<file path="src/sv/bps_pkg.sv">
// bilinear pixel scaler package: widths, register indexes, shared types
// and the channel mask function. no dependencies.
package bps_pkg;

  localparam int MAX_DIM   = 4096;
  localparam int FRAC_BITS = 12;
  localparam int CHANNELS  = 4;

  localparam int CH_W      = 8;
  localparam int PIX_W     = 32;
  localparam int NUM_NB    = 4;
  localparam int POS_W     = 25;
  localparam int STEP_W    = 24;
  localparam int DIM_W     = 12;
  localparam int COORD_W   = 13;
  localparam int WGT_W     = 2 * FRAC_BITS + 1;
  localparam int PROD_W    = 2 * FRAC_BITS + CH_W;
  localparam int CFG_W     = 24;
  localparam int CFG_IDX_W = 3;

  localparam logic [FRAC_BITS:0] FRAC_ONE = (FRAC_BITS + 1)'(1 << FRAC_BITS);
  localparam logic [DIM_W-1:0]   DIM_LAST =
    (MAX_DIM - 1 > (1 << DIM_W) - 1) ? {DIM_W{1'b1}} : DIM_W'(MAX_DIM - 1);

  localparam logic [2:0] BPP_GREY = 3'd1;
  localparam logic [2:0] BPP_RGB  = 3'd3;
  localparam logic [2:0] BPP_RGBA = 3'd4;

  typedef enum logic [CFG_IDX_W-1:0] {
    CFG_NEAREST  = 3'd0,
    CFG_BPP      = 3'd1,
    CFG_STEP_X   = 3'd2,
    CFG_STEP_Y   = 3'd3,
    CFG_LAST_COL = 3'd4,
    CFG_LAST_ROW = 3'd5,
    CFG_ORIGIN_X = 3'd6,
    CFG_ORIGIN_Y = 3'd7
  } cfg_idx_e;

  typedef logic [FRAC_BITS:0]                frac_t;
  typedef logic [NUM_NB-1:0][WGT_W-1:0]      wgt_t;
  typedef logic [NUM_NB-1:0][PIX_W-1:0]      nb_t;

  typedef struct packed {
    logic              nearest;
    logic [2:0]        bpp;
    logic [STEP_W-1:0] step_x;
    logic [STEP_W-1:0] step_y;
    logic [DIM_W-1:0]  last_col;
    logic [DIM_W-1:0]  last_row;
    logic [DIM_W-1:0]  origin_x;
    logic [DIM_W-1:0]  origin_y;
  } cfg_t;

  typedef struct packed {
    logic [CHANNELS-1:0] act;
    logic [COORD_W-1:0]  next_x;
    logic [COORD_W-1:0]  next_y;
    logic                row_end;
    logic                frame_end;
  } meta_t;

  function automatic logic [CHANNELS-1:0] chan_mask(input logic [2:0] bpp);
    logic [3:0] m;
    case (bpp)
      BPP_GREY: m = 4'b0001;
      BPP_RGB:  m = 4'b0111;
      BPP_RGBA: m = 4'b1111;
      default:  m = 4'b0000;
    endcase
    return m[CHANNELS-1:0];
  endfunction

endpackage

</file>
<file path="src/sv/bps_lane.sv">
// one channel lane: weighted products registered, then summed and scaled
// depends on bps_pkg
module bps_lane (
  input  logic                         clk_i,
  input  logic                         en_i,
  input  bps_pkg::wgt_t                w_i,
  input  logic [bps_pkg::NUM_NB-1:0][bps_pkg::CH_W-1:0] chan_i,
  output logic [bps_pkg::CH_W-1:0]     chan_o
);
  import bps_pkg::*;

  logic [NUM_NB-1:0][PROD_W-1:0] prod_q;
  logic [PROD_W+1:0]             sum;
  logic [CH_W-1:0]               chan_q;

  always_ff @(posedge clk_i) begin
    if (en_i) begin
      for (int n = 0; n < NUM_NB; n++) begin
        prod_q[n] <= PROD_W'(w_i[n] * chan_i[n]);
      end
    end
  end

  // weights add up to one, so the sum never leaves PROD_W bits
  assign sum = (PROD_W + 2)'(prod_q[0]) + (PROD_W + 2)'(prod_q[1]) +
               (PROD_W + 2)'(prod_q[2]) + (PROD_W + 2)'(prod_q[3]);

  always_ff @(posedge clk_i) begin
    if (en_i) begin
      chan_q <= sum[2*FRAC_BITS +: CH_W];
    end
  end

  assign chan_o = chan_q;

endmodule

</file>
<file path="config.mk">
export PLATFORM = sky130hd
export DESIGN_NAME = bps_lane
export DESIGN_NICKNAME = d
export VERILOG_FILES = /design/src/sv/bps_pkg.sv /design/src/sv/bps_lane.sv
export SDC_FILE = /design/constraint.sdc
export NUM_CORES = 2
export LEC_CHECK = 0
export ABC_CLOCK_PERIOD_IN_PS = 12260
export BUFFER_PORTS_ARGS = -buffer_cell sky130_fd_sc_hd__buf_4
export CORE_MARGIN = 4
export CORE_UTILIZATION = 64
export DETAILED_ROUTE_END_ITERATION = 6
export PLACE_DENSITY_LB_ADDON = 0.25
export SLEW_MARGIN = 20
export SYNTH_ARGS = -nofsm -noshare
export SYNTH_HDL_FRONTEND = slang
export SYNTH_SLANG_ARGS = --single-unit
</file>
<file path="constraint.sdc">
create_clock -name clk_i -period 12.26 [get_ports clk_i]
set_clock_uncertainty 0.05 [all_clocks]
set_input_delay 2.452 -clock clk_i [delete_from_list [all_inputs] [get_ports clk_i]]
set_output_delay 2.452 -clock clk_i [all_outputs]
set_load 0.05 [all_outputs]
</file>
==> flow_summary.toml <==
[place]
gp_congestion = 0.922
postPlaceCellArea_um2 = 32200
port_buffers = 141
dpl.hpwl_mm = 59.0

[worst_setup_path]
slowest_delay_ps = 530
cp-start-kind = "input port"
cpLargestDelayFamily = "adder cells"
crit_required_ps = 12370
rrSetupSlack_ps = 8410
end_kind = "flop"
criticalPathCategory = "input port to flop"
timing.critical_path.mode_cell = "fa_1"
crit_path_top_delay_cell = "a2111oi_2"
path_buf_inv = 3
crit_chain = "buf_4, and2_1, fa_1, fa_1, fa_1, inv_1, fa_1, inv_1, ha_1, a21o_1, a21oi_2, a2bb2oi_1, a31oi_1, a2111oi_2, nor3_1, nor4_1, a211oi_1"
worstPathMaxFanout = 25
cp.arrival_ps = 7130

[cts]
htree_levels = 4
root_buffer = "clkbuf_16"
clk_pin_slew_ps = 60
ctsResizeCount = 0
clockBufferDepth = 2
cts_tree = "yes"
cts_setup_buffers = 0
clk_latency_ps = 420
clock_sinks = 136
hold_buffers = 0
cts_made_buffers = 17

[floorplanning]
rows = 80
die_x_um = 227
core_area_um2 = 47500
die_height_um = 227
ios = 142
die-area_um2 = 51500
start_util_pct = 64.6

[sta]
setup_viol = 0
rsz0062_at_grt = "no"
fin_tns_setup_ps = 0
max_slew.worst_pin.slew_ps = 942
final.period_utilization_pct = 57.3
hold_viol = 0
min_period_ps = 7020
timing.fmax_ghz = 0.142
relSlewSlack_pct = 37.2
slew_viol_final = 0

[synthesis]
synth_area_leader_cell = "fa_1"
yosys.area.top_type_share_pct = 39.7
postSynth.asyncResetShare_pct = 0
syn_inst = 3140
synth-seq-area-share_pct = 13.3
synth.avg_cell_area_um2 = 9.78
synth_warnings = 0
syn_nets = 4116
synth-edff-count = 136
netlist_area_um2 = 30700
dominantRegCellSynth = "edfxtp_1"
yosys-top-cells-count = "610 x and2_1, 609 x fa_1, 522 x inv_1"
ys_types = 75
synth_seq_cells = 136
synth_most_common_cell = "and2_1"
synth.area.top_cells = "fa_1 40%, edfxtp_1 13%, and2_1 12%, ha_1 9.5%, inv_1 6.4%"

[final_layout]
final_area_um2 = 32800
drive_gt1_share_pct = 5.81
fillers = 3683
area.growth.synth_to_final_pct = 6.83
nets = 4185

[run]
drv_cap = 0

[detailed_routing]
num_vias = 22191
ant_nets = 0
firstDrtPassIters = 7
wirelength_mm = 71.4
vias_per_cell = 5.78
wl_per_cell_um = 18.6
drtIter0Drc = 1284
drc_errors = 2

[global_routing]
grt_pass1_wl_mm = 120
grt_pass1_vias = 23923
grt_util_all_layers_pct = 29.1
gr-total-overflow = 0
grt_antenna_before_repair = 3
grt_max_degree = 78

[status]
status = "finished, violations left"
violations = "DRC"

[hold_path]
min_path_type = "flop to flop"

[power]
irDropWorstVdd_v = 0.000374
power_density_nw_per_um2 = 275
p_leak_nw = 15.7
## worst register-to-register path: cells and delay by family (launching register included)
family                   cells  cell delay, ps
adder cells (fa/ha/maj)      3            1280
AO/OA/AOI/OAI                5            1260
AND/OR/NAND/NOR              3             540
flip-flops                   1             450
## through the flow
step	utilization (%)	setup WS, ps	std cells	hold WS, ps	total power, mW
after floorplan	-	5320	3140	800	6.33
after global placement	67.7	4980	3805	974	8.15
after detailed placement	67.7	4840	3805	998	8.39
after CTS	69.0	5280	3836	1010	9.00
after global routing	69.0	4930	3836	1070	9.93
final	69.0	5240	3838	1010	9.03
## cell usage in the layout, fill, tap and decap left out, types with 9 or more instances in the layout
master     instances
nand3_1           25
a21o_1            48
nor2_1            69
inv_1            522
o21bai_1          13
a21oi_1          109
clkbuf_16         17
o211ai_1           9
xnor2_1           87
buf_4            142
fa_1             609
nand4_1           15
o21a_1            12
edfxtp_1         136
ha_1             233
nand2_1          269
nand2b_1          13
a211oi_1          12
nor2b_1           14
and3_1            14
xor2_1            26
nor3_1            22
o21ai_0           65
a31oi_1           17
and2_1           610
## cells by family (layout without fill, tap and decap cells)
kind of cell    after synthesis  in the layout  synth area share (%)
simple gates               1082           1082                  19.3
compound gates              351            351                  7.41
fa+ha+maj                   842            842                  49.2
other cells                   0              2                     0
flops                       136            136                  13.3
mux                           2              2                0.0652
buf+inv                     614            695                  7.53
xor+xnor                    113            113                  3.22
## power by group
part	internal (mW)	switching [mW]	leakage (nW)
clock network	0.338	0.193	0.289
logic	2.92	4.31	14.1
registers	1.08	0.184	1.33
total	4.34	4.69	15.7
## metal layers
layer  global-route usage (%)  up-vias  wire (um)
li1                         -     9990          -
met3                     4.51      151       4150
met1                     38.2    11377      28400
met2                     51.0      671      36900
met5                        0        -         13
met4                     7.91        2       1920
## worst paths after layout
kind,from,endpoint,cells after the start
min reg2reg,prod_q[121],chan_o[1],3
min,prod_q[121],chan_o[1],3
max,chan_i[3],prod_q[29],17
max reg2reg,prod_q[42],chan_o[7],11
## cell type report
type	count	area (um2)	share of cell area (%)
Antenna cell	2	5.00	0.0153
Clock buffer	18	429	1.31
Clock inverter	13	178	0.542
Inverter	522	1960	5.97
Multi-Input combinational cell	2390	24300	74.1
Sequential cell	136	4080	12.4
Tap cell	615	769	2.35
Timing Repair Buffer	142	1070	3.25
## registers in the layout (all words and copies together) (netlist names)
name    cells
prod_q    128
chan_o      8
Power figures use the tool's default switching activity.
