`config.mk`:
```
export PLATFORM = sky130hd
export DESIGN_NAME = bps_ctrl
export DESIGN_NICKNAME = d
export VERILOG_FILES = /design/src/sv/bps_pkg.sv /design/src/sv/bps_ctrl.sv
export SDC_FILE = /design/constraint.sdc
export NUM_CORES = 1
export LEC_CHECK = 0
export BUFFER_PORTS_ARGS = -buffer_cell sky130_fd_sc_hd__buf_4
export CAP_MARGIN = 5
export CORE_ASPECT_RATIO = 1.75
export CORE_MARGIN = 2
export CORE_UTILIZATION = 55
export CTS_CLUSTER_SIZE = 25
export DETAILED_ROUTE_END_ITERATION = 8
export PLACE_DENSITY = 0.76
export SYNTH_ARGS = -nofsm -noshare
export SYNTH_HDL_FRONTEND = slang
export SYNTH_SLANG_ARGS = --single-unit
```
`constraint.sdc`:
```
create_clock -name clk_i -period 4.9 [get_ports clk_i]
set_input_delay 0.98 -clock clk_i [delete_from_list [all_inputs] [get_ports clk_i]]
set_output_delay 0.98 -clock clk_i [all_outputs]
set_load 0.03 [all_outputs]
```
`src/sv/bps_pkg.sv`:
```
// bilinear pixel scaler package: widths, register indexes, shared types
// and the channel mask function. no dependencies.
package bps_pkg;

  localparam int MAX_DIM   = 4096;
  localparam int FRAC_BITS = 12;
  localparam int CHANNELS  = 4;

  localparam int CH_W      = 8;
  localparam int PIX_W     = 32;
  localparam int NUM_NB    = 4;
  localparam int POS_W     = 25;
  localparam int STEP_W    = 24;
  localparam int DIM_W     = 12;
  localparam int COORD_W   = 13;
  localparam int WGT_W     = 2 * FRAC_BITS + 1;
  localparam int PROD_W    = 2 * FRAC_BITS + CH_W;
  localparam int CFG_W     = 24;
  localparam int CFG_IDX_W = 3;

  localparam logic [FRAC_BITS:0] FRAC_ONE = (FRAC_BITS + 1)'(1 << FRAC_BITS);
  localparam logic [DIM_W-1:0]   DIM_LAST =
    (MAX_DIM - 1 > (1 << DIM_W) - 1) ? {DIM_W{1'b1}} : DIM_W'(MAX_DIM - 1);

  localparam logic [2:0] BPP_GREY = 3'd1;
  localparam logic [2:0] BPP_RGB  = 3'd3;
  localparam logic [2:0] BPP_RGBA = 3'd4;

  typedef enum logic [CFG_IDX_W-1:0] {
    CFG_NEAREST  = 3'd0,
    CFG_BPP      = 3'd1,
    CFG_STEP_X   = 3'd2,
    CFG_STEP_Y   = 3'd3,
    CFG_LAST_COL = 3'd4,
    CFG_LAST_ROW = 3'd5,
    CFG_ORIGIN_X = 3'd6,
    CFG_ORIGIN_Y = 3'd7
  } cfg_idx_e;

  typedef logic [FRAC_BITS:0]                frac_t;
  typedef logic [NUM_NB-1:0][WGT_W-1:0]      wgt_t;
  typedef logic [NUM_NB-1:0][PIX_W-1:0]      nb_t;

  typedef struct packed {
    logic              nearest;
    logic [2:0]        bpp;
    logic [STEP_W-1:0] step_x;
    logic [STEP_W-1:0] step_y;
    logic [DIM_W-1:0]  last_col;
    logic [DIM_W-1:0]  last_row;
    logic [DIM_W-1:0]  origin_x;
    logic [DIM_W-1:0]  origin_y;
  } cfg_t;

  typedef struct packed {
    logic [CHANNELS-1:0] act;
    logic [COORD_W-1:0]  next_x;
    logic [COORD_W-1:0]  next_y;
    logic                row_end;
    logic                frame_end;
  } meta_t;

  function automatic logic [CHANNELS-1:0] chan_mask(input logic [2:0] bpp);
    logic [3:0] m;
    case (bpp)
      BPP_GREY: m = 4'b0001;
      BPP_RGB:  m = 4'b0111;
      BPP_RGBA: m = 4'b1111;
      default:  m = 4'b0000;
    endcase
    return m[CHANNELS-1:0];
  endfunction

endpackage

```
`src/sv/bps_ctrl.sv`:
```
// configuration registers and source position tracking
// depends on bps_pkg
module bps_ctrl (
  input  logic                            clk_i,
  input  logic                            rst_ni,
  input  logic                            cfg_we_i,
  input  logic [bps_pkg::CFG_IDX_W-1:0]   cfg_idx_i,
  input  logic [bps_pkg::CFG_W-1:0]       cfg_wdata_i,
  input  logic                            acc_i,
  output bps_pkg::frac_t                  tx_o,
  output bps_pkg::frac_t                  ty_o,
  output bps_pkg::meta_t                  meta_o
);
  import bps_pkg::*;

  cfg_t             cfg_q;
  logic [POS_W-1:0] pos_x_q, pos_x_d, pos_y_q, pos_y_d;
  logic [DIM_W-1:0] col_q, col_d, row_q, row_d;
  logic [DIM_W-1:0] lim_col, lim_row;
  logic             row_end, frame_end;
  logic [POS_W:0]   sum_x, sum_y;
  logic [POS_W-1:0] inc_x, inc_y, origin_pos;
  logic [COORD_W:0] nx;
  logic             origin_load;

  function automatic frac_t frac_of(input logic [POS_W-1:0] pos, input logic nearest);
    frac_t f;
    if (nearest) begin
      f = {pos[FRAC_BITS-1], {FRAC_BITS{1'b0}}};
    end else begin
      f = {1'b0, pos[FRAC_BITS-1:0]};
    end
    return f;
  endfunction

  assign tx_o = frac_of(pos_x_q, cfg_q.nearest);
  assign ty_o = frac_of(pos_y_q, cfg_q.nearest);

  assign lim_col   = (cfg_q.last_col > DIM_LAST) ? DIM_LAST : cfg_q.last_col;
  assign lim_row   = (cfg_q.last_row > DIM_LAST) ? DIM_LAST : cfg_q.last_row;
  assign row_end   = col_q >= lim_col;
  assign frame_end = row_end && (row_q >= lim_row);

  // saturating position steps
  assign sum_x = {1'b0, pos_x_q} + (POS_W + 1)'(cfg_q.step_x);
  assign sum_y = {1'b0, pos_y_q} + (POS_W + 1)'(cfg_q.step_y);
  assign inc_x = sum_x[POS_W] ? {POS_W{1'b1}} : sum_x[POS_W-1:0];
  assign inc_y = sum_y[POS_W] ? {POS_W{1'b1}} : sum_y[POS_W-1:0];
  assign origin_pos = POS_W'({cfg_q.origin_y, {FRAC_BITS{1'b0}}});

  always_comb begin
    pos_x_d = pos_x_q;
    pos_y_d = pos_y_q;
    col_d   = col_q;
    row_d   = row_q;
    if (frame_end) begin
      pos_x_d = '0;
      pos_y_d = origin_pos;
      col_d   = '0;
      row_d   = '0;
    end else if (row_end) begin
      pos_x_d = '0;
      pos_y_d = inc_y;
      col_d   = '0;
      row_d   = row_q + DIM_W'(1);
    end else begin
      pos_x_d = inc_x;
      col_d   = col_q + DIM_W'(1);
    end
  end

  // reported coordinates follow the stepped position
  assign nx = (COORD_W + 1)'(cfg_q.origin_x) + (COORD_W + 1)'(pos_x_d[POS_W-1:FRAC_BITS]);

  always_comb begin
    meta_o.act       = chan_mask(cfg_q.bpp);
    meta_o.next_x    = nx[COORD_W] ? {COORD_W{1'b1}} : nx[COORD_W-1:0];
    meta_o.next_y    = pos_y_d[POS_W-1:FRAC_BITS];
    meta_o.row_end   = row_end;
    meta_o.frame_end = frame_end;
  end

  // origin row write at frame start reloads the vertical position
  assign origin_load = cfg_we_i && (cfg_idx_e'(cfg_idx_i) == CFG_ORIGIN_Y) &&
                       (col_q == '0) && (row_q == '0);

  always_ff @(posedge clk_i or negedge rst_ni) begin
    if (!rst_ni) begin
      cfg_q.nearest  <= 1'b0;
      cfg_q.bpp      <= BPP_RGBA;
      cfg_q.step_x   <= STEP_W'(FRAC_ONE);
      cfg_q.step_y   <= STEP_W'(FRAC_ONE);
      cfg_q.last_col <= '0;
      cfg_q.last_row <= '0;
      cfg_q.origin_x <= '0;
      cfg_q.origin_y <= '0;
    end else if (cfg_we_i) begin
      case (cfg_idx_e'(cfg_idx_i))
        CFG_NEAREST:  cfg_q.nearest  <= cfg_wdata_i[0];
        CFG_BPP:      cfg_q.bpp      <= cfg_wdata_i[2:0];
        CFG_STEP_X:   cfg_q.step_x   <= cfg_wdata_i[STEP_W-1:0];
        CFG_STEP_Y:   cfg_q.step_y   <= cfg_wdata_i[STEP_W-1:0];
        CFG_LAST_COL: cfg_q.last_col <= cfg_wdata_i[DIM_W-1:0];
        CFG_LAST_ROW: cfg_q.last_row <= cfg_wdata_i[DIM_W-1:0];
        CFG_ORIGIN_X: cfg_q.origin_x <= cfg_wdata_i[DIM_W-1:0];
        CFG_ORIGIN_Y: cfg_q.origin_y <= cfg_wdata_i[DIM_W-1:0];
        default: ;
      endcase
    end
  end

  always_ff @(posedge clk_i or negedge rst_ni) begin
    if (!rst_ni) begin
      pos_x_q <= '0;
      pos_y_q <= '0;
      col_q   <= '0;
      row_q   <= '0;
    end else if (acc_i) begin
      pos_x_q <= pos_x_d;
      pos_y_q <= pos_y_d;
      col_q   <= col_d;
      row_q   <= row_d;
    end else if (origin_load) begin
      pos_y_q <= POS_W'({cfg_wdata_i[DIM_W-1:0], {FRAC_BITS{1'b0}}});
    end
  end

endmodule

```
==> flow_summary.ini <==
[floorplanning]
die_y_um = 196
io_pins = 89
die_w_um = 114
rows = 70
die-area_um2 = 22300
initial_core_util_pct = 55.7
coreArea_um2 = 20800

[clocking]
cts_tree = yes
cts_sinks = 174
cts_buffers = 17
clkLatencyLatePin_ps = 440
clockBufferDepth = 2
cts_max_level = 4
holdBufCountCts = 0
clk_pin_slew_ps = 80
clock-root-buffer = clkbuf_16

[logic_synthesis]
yosysTopAreaCellShare_pct = 36.8
ys_top_cells_by_area = dfrtp_1 37%, ha_1 9.5%, mux2_2 9.3%, a21oi_1 3.7%, o21ai_0 3.4%
synthesis.nets = 1356
yosys-top-cells-count = 171 x dfrtp_1, 96 x mux2_2, 88 x ha_1
avgSynthCellArea_um2 = 9.41
ys_async_sr_fraction_pct = 100
ys_ff_latch = 174
synth_flop_cell = dfrtp_1
synth_cells = 1234
syn_area_um2 = 11600
yosys.area.top_type = dfrtp_1
ys_seq_area_share_pct = 37.5
synth_edf_count = 0
yosysMostFrequentCell = dfrtp_1
synth_warnings = 0
ys_types = 74

[placed_design]
pre_cts_slack_ps = -536
globalplace.congestion = 0.968
portBuffers = 88
post-dp-hpwl_um = 25700
placed_cell_area_um2 = 13400

[drt]
first_pass_iters = 5
drc = 0
via_per_inst = 6.27
wire_per_inst_um = 21.0
via_count = 10506
wirelength_um = 35100
drt_iter0_markers = 685
final_antenna_net_count = 0

[global_route]
track_usage_pct = 32.1
grt_max_degree = 105
grt-ovfl-total = 0
antenna_found_initial = 0
grt_pass1_wl_um = 55400
first_global_vias = 10762

[timing]
slew_violations = 0
fin_ws_ps = -719
rsz0062_at_grt = true
hold_violations = 0
finalSetupViolations = 13
skew_ps = 13.0
finalSetupTns_ps = -8470
max_slew_margin_pct = 26.3
worst_slew_pin_slew_ps = 1100
period_minus_slack_ps = 5620
final.period_utilization_pct = 115
max_freq_ghz = 0.178

[setup_path]
crit_fanout = 12
startpoint_type = flop
cp_data_required_time_ps = 3920
endpoint_kind = output pin
ff2ff_path_depth = 10
critPathArrivalTime_ps = 4640
crit_type = reg2out

[cells_and_area]
drive_gt1_share_pct = 30.5
nets = 1532
postLayoutCoreUtil_pct = 68.8
fillCellCount = 1637
design_area_um2 = 14300
n_antenna_cell = 0
syn_to_final_growth_pct = 23.5

[min_path]
holdCritPathClass = reg2reg
min_path_cells = 1

[power]
power_per_cell_area_nw_per_um2 = 794
p_leak_nw = 6.75
ir_drop_v = 0.00171
power_w = 0.0114

[status]
outcome = finished with violations
violations = setup timing

[run]
max_cap_viol_count = 0
-- what timing repair did --
action,in CTS,in global routing
setup endpoints to repair,13,20
pin swaps,27,10
resized for setup,32,12
setup buffers,11,7
-- metrics by stage --
stage	hold slack, ps	std cells
5_1_grt	515	1675
6_report	502	1675
4_1_cts	503	1669
3_3_place_gp	481	1626
2_1_floorplan	468	1234
3_5_place_dp	486	1626
-- registers in the layout, indices dropped and copies added (netlist names) --
register,flops
pos_x_q,25
pos_y_q,25
row_q,12
cfg_q,100
col_q,12
-- final timing paths --
check / from / to / slack (ps)
max in group asynchronous: rst_ni / cfg_q[26] / 3340
hold / removal: cfg_q[6] / cfg_q[6] / 500
hold reg to reg: cfg_q[6] / cfg_q[6] / 500
min in group asynchronous: rst_ni / cfg_q[88] / 550
setup / recovery: pos_x_q[5] / meta_o[15] / -720
setup reg to reg: row_q[5] / row_q[2] / 1280
-- cell usage in the layout, fill, tap and decap left out, types with 35 or more instances in the layout --
cell and instances:
a21oi_1 75, o21ai_0 77, dfrtp_1 171, inv_1 53
buf_4 212, nand2_1 86, nor2b_1 35, ha_1 83
mux2_2 96, nor2_1 69, a21o_1 42
-- kinds of logic (layout without fill, tap and decap cells) --
| group | after synthesis | after routing | synth area share (%) |
|---|---|---|---|
| AOI/OAI and AO/OA | 365 | 365 | 20.0 |
| xor gates and xnor gates | 48 | 48 | 3.62 |
| adders and majority gates | 91 | 91 | 10.0 |
| buffers and inverters | 120 | 309 | 4.15 |
| DFF | 174 | 174 | 37.5 |
| muxes | 108 | 108 | 10.4 |
| and+or+nand+nor | 328 | 328 | 14.3 |
-- worst max-delay path, cell delays in order (launching register included) --
cell	delay (ps)
dfrtp_1	390
ha_1	340
nand2_1	140
nor4_4	340
o2111a_2	300
a21oi_4	80
buf_6	130
o311ai_4	300
xnor2_2	170
a21oi_1	110
ha_1	330
and2_1	180
o21ai_2	140
o31ai_2	100
o41a_1	350
a21oi_2	200
a211oi_4	70
buf_12	140
or2_4	240
buf_6	140
-- power breakdown --
group / internal (W) / total [W] / switching, W
Clock: 0.000784 / 0.00142 / 0.000641
Combinational: 0.00377 / 0.00789 / 0.00413
Sequential: 0.00179 / 0.00207 / 0.000283
-- per-layer routing --
metal / wire length (µm) / track usage [%]
met1: 12500 / 34.7
met2: 18400 / 57.1
met3: 1600 / 3.80
met4: 2670 / 23.1
met5: 0 / 0
-- area by class of cell --
cell class	instances	area [µm²]	share of cell area, %
clock inverters	14	165	1.15
clock buffers	18	439	3.06
well taps	252	315	2.20
inverters	54	203	1.41
flip-flops and latches	174	4360	30.4
repair buffers	223	1730	12.1
multi-input cells	940	7130	49.7
No activity file was read; power rests on OpenSTA's default activity.
